==> src/rtl/fmr_pkg.sv <==
package fmr_pkg;

    typedef enum logic [2:0] {
        PH_HUNT    = 3'd0,
        PH_OPCODE  = 3'd1,
        PH_LENGTH  = 3'd2,
        PH_PAYLOAD = 3'd3,
        PH_CHECK   = 3'd4
    } phase_t;

    typedef enum logic [1:0] {
        ST_NOSYNC   = 2'd0,
        ST_NOTREADY = 2'd1,
        ST_GOOD     = 2'd2,
        ST_BADSUM   = 2'd3
    } status_t;

    // Configuration register indexes
    localparam logic CFG_SYNC_BYTE    = 1'b0;
    localparam logic CFG_LENGTH_LIMIT = 1'b1;

    localparam logic [7:0] SYNC_BYTE_RESET    = 8'd170;
    localparam logic [7:0] LENGTH_LIMIT_RESET = 8'd255;

    typedef struct packed {
        phase_t     phase;
        logic [7:0] running_sum;
        logic [7:0] bytes_seen;
        logic [7:0] payload_length;
        logic [7:0] opcode_held;
    } parse_state_t;

    typedef struct packed {
        status_t    status;
        logic [7:0] frame_opcode;
        logic [7:0] frame_length;
        logic       payload_valid;
        logic [7:0] payload_index;
        logic [7:0] payload_byte;
    } result_t;

    typedef struct packed {
        logic [7:0] sync_byte;
        logic [7:0] length_limit;
    } cfg_t;

endpackage

==> src/rtl/fmr_parser.sv <==
module fmr_parser (
    input  fmr_pkg::parse_state_t cur,
    input  fmr_pkg::cfg_t         cfg,
    input  logic [7:0]            rx_byte,
    output fmr_pkg::parse_state_t nxt,
    output fmr_pkg::result_t      res
);

    logic [7:0] sum_plus;
    logic [7:0] seen_plus;

    assign sum_plus  = cur.running_sum + rx_byte;
    assign seen_plus = cur.bytes_seen + 8'd1;

    always_comb begin
        nxt               = cur;
        res.status        = fmr_pkg::ST_NOTREADY;
        res.payload_valid = 1'b0;
        res.payload_index = 8'd0;
        res.payload_byte  = 8'd0;

        unique case (cur.phase)
            fmr_pkg::PH_OPCODE: begin
                nxt.opcode_held    = rx_byte;
                nxt.payload_length = 8'd0;
                nxt.running_sum    = sum_plus;
                nxt.phase          = fmr_pkg::PH_LENGTH;
            end
            fmr_pkg::PH_LENGTH: begin
                if (rx_byte < cfg.length_limit) begin
                    nxt.bytes_seen     = 8'd0;
                    nxt.payload_length = rx_byte;
                    nxt.running_sum    = sum_plus;
                    nxt.phase = (rx_byte == 8'd0) ? fmr_pkg::PH_CHECK : fmr_pkg::PH_PAYLOAD;
                end else begin
                    // a length at or above the limit drops the frame
                    nxt.phase = fmr_pkg::PH_HUNT;
                end
            end
            fmr_pkg::PH_PAYLOAD: begin
                res.payload_valid = 1'b1;
                res.payload_index = cur.bytes_seen;
                res.payload_byte  = rx_byte;
                nxt.running_sum   = sum_plus;
                nxt.bytes_seen    = seen_plus;
                if (seen_plus == cur.payload_length) begin
                    nxt.phase = fmr_pkg::PH_CHECK;
                end
            end
            fmr_pkg::PH_CHECK: begin
                nxt.running_sum = sum_plus;
                nxt.phase       = fmr_pkg::PH_HUNT;
                res.status = (sum_plus == 8'd0) ? fmr_pkg::ST_GOOD : fmr_pkg::ST_BADSUM;
            end
            default: begin
                nxt.phase = fmr_pkg::PH_HUNT;
                if (rx_byte == cfg.sync_byte) begin
                    nxt.running_sum = rx_byte;
                    nxt.phase       = fmr_pkg::PH_OPCODE;
                end else begin
                    res.status = fmr_pkg::ST_NOSYNC;
                end
            end
        endcase

        res.frame_opcode = nxt.opcode_held;
        res.frame_length = nxt.payload_length;
    end

endmodule

==> src/rtl/framed_message_receiver_top.sv <==
// Frame receiver: takes one byte per transfer and returns one status result per byte,
// parsing sync, opcode, length, payload and checksum fields on the fly. Throughput is
// one byte per clock while the skid stage is empty; a byte's result passes through the
// single parse step (one 8-bit add and compare) into the output register, or into the
// skid stage while the output stalls. A one-entry skid stage behind the output
// register lets a byte be taken while a result is still waiting; input ready drops
// only while the skid stage is occupied. Payload bytes are passed out with their index
// and are not buffered. Configuration writes take effect at the next clock.
module framed_message_receiver_top (
    input  logic       aclk,
    input  logic       aresetn,

    input  logic       cfg_wr_en,
    input  logic       cfg_index,
    input  logic [7:0] cfg_wdata,

    input  logic       s_valid,
    output logic       s_ready,
    input  logic [7:0] s_rx_byte,

    output logic       m_valid,
    input  logic       m_ready,
    output logic [1:0] m_status,
    output logic [7:0] m_frame_opcode,
    output logic [7:0] m_frame_length,
    output logic       m_payload_valid,
    output logic [7:0] m_payload_index,
    output logic [7:0] m_payload_byte
);

    fmr_pkg::cfg_t         cfg_reg;
    fmr_pkg::parse_state_t state_reg;
    fmr_pkg::parse_state_t state_next;
    fmr_pkg::result_t      step_res;
    fmr_pkg::result_t      out_reg;
    fmr_pkg::result_t      skid_reg;
    logic                  out_valid_reg;
    logic                  skid_valid_reg;
    logic                  accept;
    logic                  out_free;

    assign s_ready  = !skid_valid_reg;
    assign accept   = s_valid && s_ready;
    assign out_free = !out_valid_reg || m_ready;

    always_ff @(posedge aclk) begin
        if (!aresetn) begin
            cfg_reg.sync_byte    <= fmr_pkg::SYNC_BYTE_RESET;
            cfg_reg.length_limit <= fmr_pkg::LENGTH_LIMIT_RESET;
        end else if (cfg_wr_en) begin
            unique case (cfg_index)
                fmr_pkg::CFG_SYNC_BYTE:    cfg_reg.sync_byte    <= cfg_wdata;
                fmr_pkg::CFG_LENGTH_LIMIT: cfg_reg.length_limit <= cfg_wdata;
                default: ;
            endcase
        end
    end

    fmr_parser u_parser (
        .cur     (state_reg),
        .cfg     (cfg_reg),
        .rx_byte (s_rx_byte),
        .nxt     (state_next),
        .res     (step_res)
    );

    always_ff @(posedge aclk) begin
        if (!aresetn) begin
            state_reg.phase          <= fmr_pkg::PH_HUNT;
            state_reg.running_sum    <= 8'd0;
            state_reg.bytes_seen     <= 8'd0;
            state_reg.payload_length <= 8'd0;
            state_reg.opcode_held    <= 8'd0;
        end else if (accept) begin
            state_reg <= state_next;
        end
    end

    // output register with skid stage behind it
    always_ff @(posedge aclk) begin
        if (!aresetn) begin
            out_valid_reg  <= 1'b0;
            skid_valid_reg <= 1'b0;
        end else if (out_free) begin
            out_valid_reg  <= skid_valid_reg || accept;
            skid_valid_reg <= 1'b0;
        end else if (accept) begin
            skid_valid_reg <= 1'b1;
        end
    end

    always_ff @(posedge aclk) begin
        if (out_free) begin
            out_reg <= skid_valid_reg ? skid_reg : step_res;
        end
        if (!out_free && accept) begin
            skid_reg <= step_res;
        end
    end

    assign m_valid         = out_valid_reg;
    assign m_status        = out_reg.status;
    assign m_frame_opcode  = out_reg.frame_opcode;
    assign m_frame_length  = out_reg.frame_length;
    assign m_payload_valid = out_reg.payload_valid;
    assign m_payload_index = out_reg.payload_index;
    assign m_payload_byte  = out_reg.payload_byte;

endmodule

==> config.mk <==
export PLATFORM = sky130hd
export DESIGN_NAME = framed_message_receiver_top
export DESIGN_NICKNAME = d
export VERILOG_FILES = /design/src/rtl/fmr_pkg.sv /design/src/rtl/fmr_parser.sv /design/src/rtl/framed_message_receiver_top.sv
export SDC_FILE = /design/constraint.sdc
export NUM_CORES = 1
export LEC_CHECK = 0
export ABC_AREA = 1
export BUFFER_PORTS_ARGS = -buffer_cell sky130_fd_sc_hd__buf_4
export CORE_MARGIN = 1
export CORE_UTILIZATION = 50
export CTS_CLUSTER_SIZE = 40
export DETAILED_ROUTE_END_ITERATION = 8
export GPL_ROUTABILITY_DRIVEN = 0
export PLACE_DENSITY = 0.69
export SLEW_MARGIN = 20
export SYNTH_ARGS = -nofsm -noshare
export SYNTH_HDL_FRONTEND = slang
export SYNTH_HIERARCHICAL = 1
export SYNTH_SLANG_ARGS = --single-unit
export TNS_END_PERCENT = 10
==> constraint.sdc <==
create_clock -name aclk -period 10.85 [get_ports aclk]
set_input_delay 0.5425 -clock aclk [delete_from_list [all_inputs] [get_ports aclk]]
set_output_delay 0.5425 -clock aclk [all_outputs]
set_load 0.005 [all_outputs]
Word-level counts from Yosys, hierarchy flattened
Cells that the tools add are included.

Shift-type cells: 0. Add/subtract/negate cells: 2. Equal/unequal tests: 8. Mux-type cells: 14. Reductions and logical operators: 18. Magnitude comparators: 1. Div/mod/pow operators: 0. Bitwise operators: 2. $mul: 0.

Operators by type and width (number): case mux 11 bit (4 select lines) (1); two-way mux 35 bit (1); case mux 8 bit (2 select lines) (2); two-way mux 24 bit (1); two-way mux 17 bit (1); equality test 8 bit (2); zero test 8 bit (2); two-way mux 3 bit (3); two-way mux 9 bit (1); adder 8 x 1 -> 8 bit, second input constant (1); adder 8 bit (1); less-than comparator 8 bit (1); two-way mux 8 bit (1); equality test 3 x 2 -> 1 bit, second input constant (2); AND reduction 2 bit (3); AND reduction 3 bit (2); nonzero test 5 bit (1); != test 2 x 1 -> 1 bit, second input constant (2); case mux 2 bit (2 select lines) (1); equality test 3 x 1 -> 1 bit, second input constant (1); equality test 3 bit, second input constant (1); zero test 1 bit (3); OR reduction 3 bit (1); logical AND 1 bit (2); 5 further kinds (8).

Memory bits (read-only): 0. Bits in writable memories: 0. Latch bits: 0. Bits of input ports: 22. Memories: 0. Logic and storage cells: 66. Register bits after elaboration: 123.

Longest topological paths before layout
Gate-level depths: netlist (run 1).

Depth in word-level cells: 5. Mapped depth: 15. Mapped depth without buffers: 15.

Modules after synthesis
The synthesis (run 1) kept the hierarchy.

Modules (own cells, without submodules): framed_message_receiver_top (area an instance 4700.8 µm², cells an instance 500, seq. area each 3163.0 µm², times used 1); fmr_parser (area an instance 1973.1 µm², cells an instance 363, seq. area each 0.0 µm², times used 1).

Worst setup path before layout (run 1)
No wires, ideal clock.

Path type: input port to flip-flop. From: in m_ready. To: reg skid_reg[0] (netlist bit), enable pin. Setup time: 0.471 ns. Buffers on the path: 0. Slack: 6.497 ns. Cell stages on the path: 3. Arrival time: 3.883 ns. Data required time: 10.379 ns. Path through: inv_1 > nand2_1 > nor3_1.

Cells in the longest elaborated chain, start to end: 3.

RTL lines: from (decl) (RTL line framed_message_receiver_top.sv:22) `input logic m_ready,`; logical OR 1 bit (RTL line framed_message_receiver_top.sv:44) `assign out_free = !out_valid_reg || m_ready;`; named net out_free (RTL line framed_message_receiver_top.sv:40) `logic out_free;`; zero test 1 bit (RTL line framed_message_receiver_top.sv:96) `if (!out_free && accept) begin`; logical AND 1 bit (RTL line framed_message_receiver_top.sv:96); to (signal assigned) (RTL line framed_message_receiver_top.sv:97) `skid_reg <= step_res;`; to (decl) (RTL line framed_message_receiver_top.sv:36) `fmr_pkg::result_t skid_reg;`.

The timed path passes the listed nets, and every way through them passes these cells. A chain may end at the register's enable or synchronous reset.

Worst setup path after layout (run 1)
From: reg skid_valid_reg. To: out s_ready.

Cells in the longest elaborated chain, start to end: 1.

RTL lines: from (decl) (RTL line framed_message_receiver_top.sv:38) `logic skid_valid_reg;`; from (signal assigned) (RTL line framed_message_receiver_top.sv:83) `skid_valid_reg <= 1'b0;`; from (signal assigned) (RTL line framed_message_receiver_top.sv:86) `skid_valid_reg <= 1'b0;`; from (signal assigned) (RTL line framed_message_receiver_top.sv:88) `skid_valid_reg <= 1'b1;`; zero test 1 bit (RTL line framed_message_receiver_top.sv:42) `assign s_ready = !skid_valid_reg;`; to (decl) (RTL line framed_message_receiver_top.sv:18) `output logic s_ready,`.

No other way between the ends.

==> impl_metrics.csv, run 1 <==
group,metric,value,unit
run_status,status,"finished clean",
power,clockPowerShare,44.3,%
logic_synthesis,yosysSeqAreaShare,47.4,%
global_routing,grt_pass1_wl,24100,µm
layout,final_util,59.9,%
sta,report.final.setup_viol,0,
worst_setup_path,slowest_stage,"dfxtp_1",
floorplanning,die_area,13800,µm²
drt,routed_wl,14100,µm
power,p_sw_share,25.7,%
worst_setup_path,cp_common_cell,"buf_4",
power,internal-power,975,µW
floorplanning,coreArea,12800,µm²
global_routing,antenna_found_initial,0,
power,power_frac_seq,41.7,%
layout,antennaDiodeCount,0,
drt,dr.pass1.iters,7,
clocking,cts_hold_buf,0,
layout,fillCellCount,1156,
worst_setup_path,crit_chain,"buf_4, inv_2, buf_4",
drt,final_antenna_net_count,0,
clocking,cts_made_buffers,17,
floorplanning,num_io_pins,59,
worst_setup_path,cp-end-kind,"output pin",
worst_setup_path,crit_fanout,33,
global_routing,first_global_vias,4916,
sta,slew_headroom,45.5,%
sta,slew_viol_final,0,
power,ir_drop,0.0816,mV
placement,dpl_cell_area,7060,µm²
floorplanning,rows,41,
global_routing,grt_util_all_layers,21.9,%
clocking,cts_tree,"yes",
power,p_switching,338,µW
global_routing,grt_max_degree,53,
sta,finalHoldViolCount,0,
drt,via_count,5348,
clocking,clk_latency,420,ps
logic_synthesis,synthFlopType,"edfxtp_1",
sta,rsz0062_at_grt,"false",
logic_synthesis,syn_inst,863,
layout,layout.nets,935,
sta,fin_skew,7.04,ps
sta,fmax,423,MHz
worst_setup_path,arrival,1820,ps
job,maxCapViolCount,0,
logic_synthesis,synth_warnings,6,
clocking,post_cts_buffers,0,
clocking,clockBufferDepth,2,
drt,drc_errors,0,
power,leakage,0.00369,µW
sta,fin_setup_tns,0,ps
placement,io_buffer_count,58,
clocking,cts_sinks,123,
logic_synthesis,avgSynthCellArea,7.73,µm²
worst_hold_path,hold_path_class,"input pin to flip-flop",
placement,dp_hpwl,9570,µm
worst_setup_path,critPathLaunchType,"flip-flop",
floorplanning,start_util,52.0,%
logic_synthesis,synth_nets,901,
sta,fin_crit_sh,21.8,%
logic_synthesis,yosysUniqueCellTypes,38,
power,p_comb_share,14.0,%
floorplanning,die_h,118,µm
logic_synthesis,synth_area,6670,µm²
worst_setup_path,max_stage_delay,530,ps
layout,syn2layout_area_growth,15.1,%
power,p_per_area,171,nW/µm²
placement,dpl.cell_count,1050,
floorplanning,die_x,118,µm
power,power.total,1310,µW
sta,tightest_slew,815,ps
logic_synthesis,synth_seq_cells,123,
clocking,htree_num_levels,4,
clocking,cts_resized,0,
sta,period_needed,2360,ps
drt,vias_per_cell,4.94,
clocking,cts.root.buffer_cell,"clkbuf_16",
layout,drive_above_1_share,14.8,%
worst_setup_path,regToRegSetupSlack,8680,ps
worst_setup_path,cp_data_required_time,10310,ps
drt,wl_per_cell,13.0,µm
drt,drt_iter0_markers,354,
logic_synthesis,synth_edf_count,70,
worst_setup_path,crit_type,"flip-flop to output pin",
logic_synthesis,postSynth.asyncResetShare,0,%
layout,fin_cells,1082,
clocking,clk_pin_slew,60,ps
layout,stdcell_area,7680,µm²
global_routing,overflow,0,
cell usage in the layout (no fill, tap or decap), types with 5 or more instances in the layout:
cell type	count
xnor2_1	10
buf_4	62
ha_1	15
nand2_1	267
inv_1	84
nand3_1	112
o21ai_1	14
nand2_2	8
nor2_1	106
inv_2	12
a21oi_1	9
nor2_4	5
edfxtp_1	70
clkbuf_16	17
o21ai_0	10
nor2_2	5
dfxtp_1	53
metrics by stage:
step                hold slack (ps)  setup slack, ps
floorplan                       442             6500
global placement                457             8410
detailed placement              460             8400
CTS                             321             8460
global route                    346             8350
finish                          331             8490
power by group through the flow:
stage               Sequential [µW]  Combinational (µW)  Clock [µW]
floorplan                       554                 136           0
global placement                557                 181           0
detailed placement              557                 183           0
CTS                             547                 184         590
global route                    551                 211         611
finish                          547                 184         582
worst max-delay path: cells and delay by family (launching register included):
family                 cells  cell delay, ps
flip-flops                 1             530
buffers and inverters      3             870
per-layer routing:
metal  share of wire [%]  up-vias  global-route usage, %  wire [µm]
met5                   0        -                      0          0
met3                 5.6       14                   5.86        785
met2                  45      138                   33.7       6390
li1                    -     2811                      -          -
met4                 1.1        0                   6.89        161
met1                  48     2385                   30.0       6710
synthesized netlist by cell type (3+ instances only):
cell type	instances	area share, %
buf_2	14	1.0
inv_1	84	4.7
ha_1	15	2.8
nor2_2	5	0.47
nand3b_1	3	0.34
clkbuf_1	10	0.56
o21ai_0	10	0.75
nand3_1	112	8.4
nor2_1	106	6.0
a21oi_1	9	0.67
buf_4	19	2.1
dfxtp_1	53	16
nand4_1	4	0.37
nor2_4	5	0.84
o21ai_1	14	1.0
nand2_2	8	0.75
inv_2	12	0.67
buf_6	4	0.67
edfxtp_1	70	31
nor3_1	3	0.22
nand3_2	4	0.60
nand2_1	267	15
xnor2_1	10	1.3
layout make-up:
class / count / area [µm²] / share of cell area, %
clock inverter: 13 / 166 / 2.17
multi-input combinational: 596 / 2860 / 37.2
timing repair buffer: 62 / 465 / 6.06
inverter: 97 / 364 / 4.74
sequential: 123 / 3160 / 41.2
tap: 172 / 215 / 2.80
clock buffer: 19 / 453 / 5.89
logic make-up after synthesis:
kind of cell,synth area share (%)
adder cells (fa/ha/maj),3.11
buffers and inverters,9.88
AND/OR/NAND/NOR,34.6
flip-flops,47.4
XOR/XNOR,1.57
AO/OA/AOI/OAI,3.39
path summary, 6_finish.rpt:
path,startpoint,to,cells after the start
max,skid_valid_reg,s_ready,3
min,cfg_wdata[2],cfg_reg[2],3
max reg2reg,state_reg[24],m_status[0],11
min reg2reg,cfg_reg[4],cfg_reg[4],2
Note: power is estimated with default switching activity, not from simulation.
==> run 2, diff against run 1 <==
==> constraint.sdc (replaced) <==
create_clock -name aclk -period 2.4 [get_ports aclk]
set_input_delay 0.12 -clock aclk [delete_from_list [all_inputs] [get_ports aclk]]
set_output_delay 0.12 -clock aclk [all_outputs]
set_load 0.005 [all_outputs]
==> run 2 against run 1 <==
  * First-iteration DRC count increased by 32%
  * Setup slack got worse by 8200 ps
  * Cell area increased by 1.1%
  * Cell count increased by 1.4%
  * Largest power group is now registers
  * Global-route usage increased by 0.88 points
==> impl_metrics.csv, run 2 (synthesis results as in run 1) <==
group,metric,value,unit
worst_setup_path,cp-end-kind,"flip-flop",
layout,layout.nets,950,
power,internal-power,4150,µW
drt,final_antenna_net_count,0,
sta,finalHoldViolCount,0,
worst_setup_path,crit_fanout,4,
clocking,cts_tree,"yes",
worst_setup_path,max_stage_delay,430,ps
worst_setup_path,cp_num_buf_inv,0,
run_status,status,"finished clean",
power,leakage,0.00373,µW
global_routing,grt_pass1_wl,24900,µm
sta,fin_skew,7.89,ps
clocking,clk_latency,420,ps
worst_setup_path,arrival,2330,ps
floorplanning,start_util,52.0,%
clocking,cts_hold_buf,8,
power,p_per_area,735,nW/µm²
layout,ff_latch_area,3160,µm²
sta,report.final.setup_viol,0,
worst_setup_path,crit_family,"simple AND/OR/NAND/NOR gates",
sta,fin_ws,240,ps
layout,fillCellCount,1149,
layout,multiInputGateArea,2870,µm²
clocking,post_cts_buffers,0,
clocking,htree_num_levels,4,
sta,holdWs,34.7,ps
sta,fin_setup_tns,0,ps
drt,vias_per_cell,4.97,
worst_setup_path,crit_type,"flip-flop to flip-flop",
global_routing,first_global_vias,5010,
clocking,clk_pin_slew,60,ps
drt,via_count,5448,
power,p_comb_share,15.0,%
sta,period_needed,2160,ps
placement,dp_hpwl,9850,µm
worst_setup_path,cp_common_cell,"nand2_1",
layout,drive_above_1_share,15.2,%
worst_setup_path,slowest_stage,"fa_1",
drt,drt_iter0_markers,468,
job,maxCapViolCount,0,
worst_setup_path,crit_chain,"ha_1, fa_1, xor2_1, nor3_1, nand3_1, nor2_1, nand3_1, nand2_1, nand2_1, nand2_1, nand2_1",
floorplanning,rows,41,
global_routing,overflow,0,
sta,slew_viol_final,0,
layout,stdcell_area,7770,µm²
drt,dr.pass1.iters,5,
clocking,cts_sinks,123,
power,clockPowerShare,41.7,%
clocking,cts_resized,0,
drt,wl_per_cell,13.2,µm
drt,drc_errors,0,
floorplanning,coreArea,12800,µm²
clocking,cts_made_buffers,17,
clocking,cts.root.buffer_cell,"clkbuf_16",
sta,rsz0062_at_grt,"false",
power,p_sw_share,27.3,%
global_routing,grt_util_all_layers,22.7,%
floorplanning,die_area,13800,µm²
layout,layout_commonest_cell,"nand2_1",
placement,dpl_cell_area,7140,µm²
drt,routed_wl,14500,µm
power,power_frac_seq,43.3,%
sta,fmax,463,MHz
worst_hold_path,hold_path_class,"input pin to flip-flop",
clocking,clockBufferDepth,2,
sta,tightest_slew,574,ps
floorplanning,die_h,118,µm
placement,io_buffer_count,58,
placement,place_ws,275,ps
layout,syn2layout_area_growth,16.4,%
floorplanning,num_io_pins,59,
sta,fin_crit_sh,90.0,%
global_routing,grt_max_degree,53,
worst_setup_path,critPathLaunchType,"flip-flop",
layout,layout_common_cells,"nand2_1, nand3_1, nor2_1",
power,ir_drop,0.470,mV
global_routing,antenna_found_initial,0,
worst_setup_path,cp_data_required_time,2570,ps
power,p_switching,1560,µW
sta,slew_headroom,61.7,%
layout,antennaDiodeCount,0,
floorplanning,die_x,118,µm
[run 2: cell types whose count changed in the layout (fill, tap and decap cells not counted), moves of 2 or more]
cell,previous run,this run
buf_4,62,68
bufinv_16,3,1
clkbuf_8,2,0
clkinv_1,2,4
clkinv_2,1,3
dlygate4sd3_1,0,8
[run 2: power groups by stage]
stage          logic, µW  registers [µW]  clock network [µW]
2_1_floorplan        615            2500                   0
3_3_place_gp         834            2510                   0
3_5_place_dp         839            2520                   0
4_1_cts              855            2470                2400
5_1_grt              982            2490                2490
6_report             856            2470                2380
[run 2: path summary, 6_finish.rpt]
| path | start | endpoint | slack (ps) | cells past startpoint |
|---|---|---|---|---|
| setup / recovery | state_reg[24] | m_status[0] | 240 | 11 |
| hold / removal | cfg_wr_en | cfg_reg[9] | 30 | 3 |
| hold reg to reg | cfg_reg[6] | cfg_reg[6] | 470 | 2 |
| setup reg to reg | state_reg[24] | m_status[0] | 240 | 11 |
[run 2: layout make-up]
cell class                 count  area share [%]
clock inverter                15            1.59
tap                          172            2.77
inverter                      97            4.69
clock buffer                  17            5.48
sequential                   123            40.7
timing repair buffer          77            7.86
multi-input combinational    596            36.9
[run 2: stage by stage]
step,util (%),instances,power [µW]
finish,60.6,1097,5710
global route,60.6,1097,5960
CTS,60.6,1097,5730
detailed placement,55.7,1057,3350
global placement,55.7,1057,3350
floorplan,-,863,3120
[run 2: routing by layer]
metal / up-vias / share of wire (%) / global-route usage, %
li1: 2847 / - / -
met1: 2420 / 48 / 31.1
met2: 160 / 45 / 35.7
met3: 21 / 5.6 / 4.94
met4: 0 / 1.6 / 7.69
met5: - / 0 / 0
[run 2: worst min-delay path: stages]
cell and delay [ps]:
buf_4 140, nand3_1 80, nand3_1 70
==> run 3, diff against run 2 <==
--- a/config.mk
+++ b/config.mk
@@ -6,13 +6,13 @@
 export NUM_CORES = 1
 export LEC_CHECK = 0
 export ABC_AREA = 1
-export BUFFER_PORTS_ARGS = -buffer_cell sky130_fd_sc_hd__buf_4
 export CORE_MARGIN = 1
 export CORE_UTILIZATION = 50
 export CTS_CLUSTER_SIZE = 40
 export DETAILED_ROUTE_END_ITERATION = 8
+export DONT_BUFFER_PORTS = 1
 export GPL_ROUTABILITY_DRIVEN = 0
-export PLACE_DENSITY = 0.69
+export PLACE_DENSITY = 0.77
 export SLEW_MARGIN = 20
 export SYNTH_ARGS = -nofsm -noshare
 export SYNTH_HDL_FRONTEND = slang
==> run 3 against run 2 <==
  * Core utilization down 1.6 points
  * Critical endpoint unchanged
  * Non-clock buffer count down 44
  * Cell area down 2.6%
  * Largest cell class unchanged
  * First-iteration DRC count up 6.6%
==> impl_metrics.csv, run 3 (synthesis results as in run 1) <==
group,metric,value,unit
global_routing,grt_pass1_wl,25700,µm
worst_setup_path,critPathLaunchType,"flip-flop",
clocking,post_cts_buffers,0,
global_routing,grt_max_degree,53,
sta,slew_viol_final,0,
run_status,status,"finished clean",
drt,drc_errors,0,
power,internal-power,4500,µW
worst_hold_path,hold_path_class,"input pin to flip-flop",
layout,fin_cells,1053,
sta,fin_crit_sh,90.5,%
placement,dpl.cell_count,998,
worst_setup_path,max_stage_delay,430,ps
clocking,clk_pin_slew,50,ps
power,p_per_area,790,nW/µm²
clocking,cts.root.buffer_cell,"clkbuf_16",
clocking,clk_latency,410,ps
sta,rsz0062_at_grt,"false",
power,p_switching,1480,µW
floorplanning,coreArea,12800,µm²
global_routing,grt_util_all_layers,23.6,%
drt,via_count,5578,
floorplanning,rows,41,
floorplanning,die_h,118,µm
drt,dr.pass1.iters,5,
layout,final_util,59.0,%
sta,fmax,461,MHz
sta,slew_headroom,57.9,%
global_routing,first_global_vias,5260,
power,p_comb_share,12.8,%
clocking,cts_sinks,123,
clocking,htree_num_levels,4,
job,maxCapViolCount,0,
layout,drive_above_1_share,8.97,%
placement,dpl_cell_area,6700,µm²
sta,fin_skew,7.13,ps
clocking,cts_tree,"yes",
worst_setup_path,crit_chain,"ha_1, fa_1, xor2_1, nor3_1, nand3_1, nor2_1, nand3_1, nand2_1, nand2_1, nand2_1, nand2_1",
layout,layout.nets,906,
drt,vias_per_cell,5.30,
worst_setup_path,crit_type,"flip-flop to flip-flop",
worst_setup_path,crit_fanout,4,
layout,layout_common_cells,"nand2_1, nand3_1, nor2_1",
global_routing,antenna_found_initial,0,
layout,fillCellCount,1091,
placement,dp_hpwl,9590,µm
layout,layout_commonest_cell,"nand2_1",
sta,report.final.setup_viol,0,
worst_setup_path,cp_data_required_time,2560,ps
power,p_sw_share,24.7,%
sta,tightest_slew,630,ps
clocking,clockBufferDepth,2,
layout,stdcell_area,7570,µm²
worst_setup_path,cp-end-kind,"flip-flop",
layout,antennaDiodeCount,0,
floorplanning,die_area,13800,µm²
sta,period_needed,2170,ps
floorplanning,num_io_pins,59,
layout,multiInputGateArea,2870,µm²
placement,io_buffer_count,0,
floorplanning,start_util,52.0,%
sta,fin_setup_tns,0,ps
power,power_frac_seq,41.7,%
layout,syn2layout_area_growth,13.4,%
power,clockPowerShare,45.5,%
drt,routed_wl,15700,µm
sta,finalHoldViolCount,0,
layout,ff_latch_area,3160,µm²
drt,final_antenna_net_count,0,
power,ir_drop,0.455,mV
drt,drt_iter0_markers,499,
worst_setup_path,slowest_stage,"fa_1",
drt,wl_per_cell,14.9,µm
power,leakage,0.00352,µW
worst_setup_path,arrival,2340,ps
global_routing,overflow,0,
worst_setup_path,cp_common_cell,"nand2_1",
clocking,cts_made_buffers,17,
floorplanning,die_x,118,µm
-- run 3: changes by cell type in the layout (fill, tap and decap cells not counted), sizes merged, moves of 3 or more --
cell and change:
dlygate4sd3 +13, clkbuf +6, bufinv +4, inv -3, clkinv -5, buf -57
-- run 3: per-layer routing --
layer | vias to the layer above | part of all wire [%] | global-route usage (%)
met2 | 233 | 48 | 38.5
met1 | 2548 | 42 | 29.1
met5 | - | 0 | 0
met3 | 41 | 6.7 | 6.35
met4 | 0 | 2.8 | 10.7
li1 | 2756 | - | -
-- run 3: what timing repair did --
| item | CTS | global route |
|---|---|---|
| gates resized for setup | 0 | 1 |
| endpoints found under the setup margin | 0 | 1 |
| hold buffers | 23 | 0 |
| endpoints found under the hold margin | 53 | 0 |
-- run 3: path summary, 6_finish.rpt --
| path | from | end | slack, ps | cells past startpoint |
|---|---|---|---|---|
| min | aresetn | cfg_reg[0] | 8 | 2 |
| max reg2reg | state_reg[24] | m_status[0] | 230 | 11 |
| min reg2reg | cfg_reg[3] | cfg_reg[3] | 480 | 2 |
| max | state_reg[24] | m_status[0] | 230 | 11 |
-- run 3: layout make-up --
type | count | share of cell area [%]
clock buffer | 23 | 5.92
clock inverter | 9 | 2.25
timing repair buffer | 33 | 4.47
inverter | 97 | 4.81
multi-input combinational | 596 | 37.9
tap | 172 | 2.84
sequential | 123 | 41.8
-- run 3: through the flow --
stage               total power (µW)  hold slack, ps  worst slack, ps
global route                    6200            20.0             50.9
detailed placement              3210             211              286
finish                          5980            8.09              229
global placement                3190             208              355
floorplan                       3120             233              205
CTS                             5980            2.55              255
-- run 3: power by group through the flow --
stage	registers [µW]	clock network, µW	logic (µW)
global placement	2530	0	657
finish	2490	2720	767
floorplan	2500	0	615
detailed placement	2530	0	671
CTS	2490	2740	746
global route	2510	2830	866
-- run 3: critical path, delay by kind of cell (launching register included) --
family | cells | cell delay [ps]
xor gates and xnor gates | 1 | 210
adders and majority gates | 2 | 670
DFF | 1 | 340
and+or+nand+nor | 8 | 700
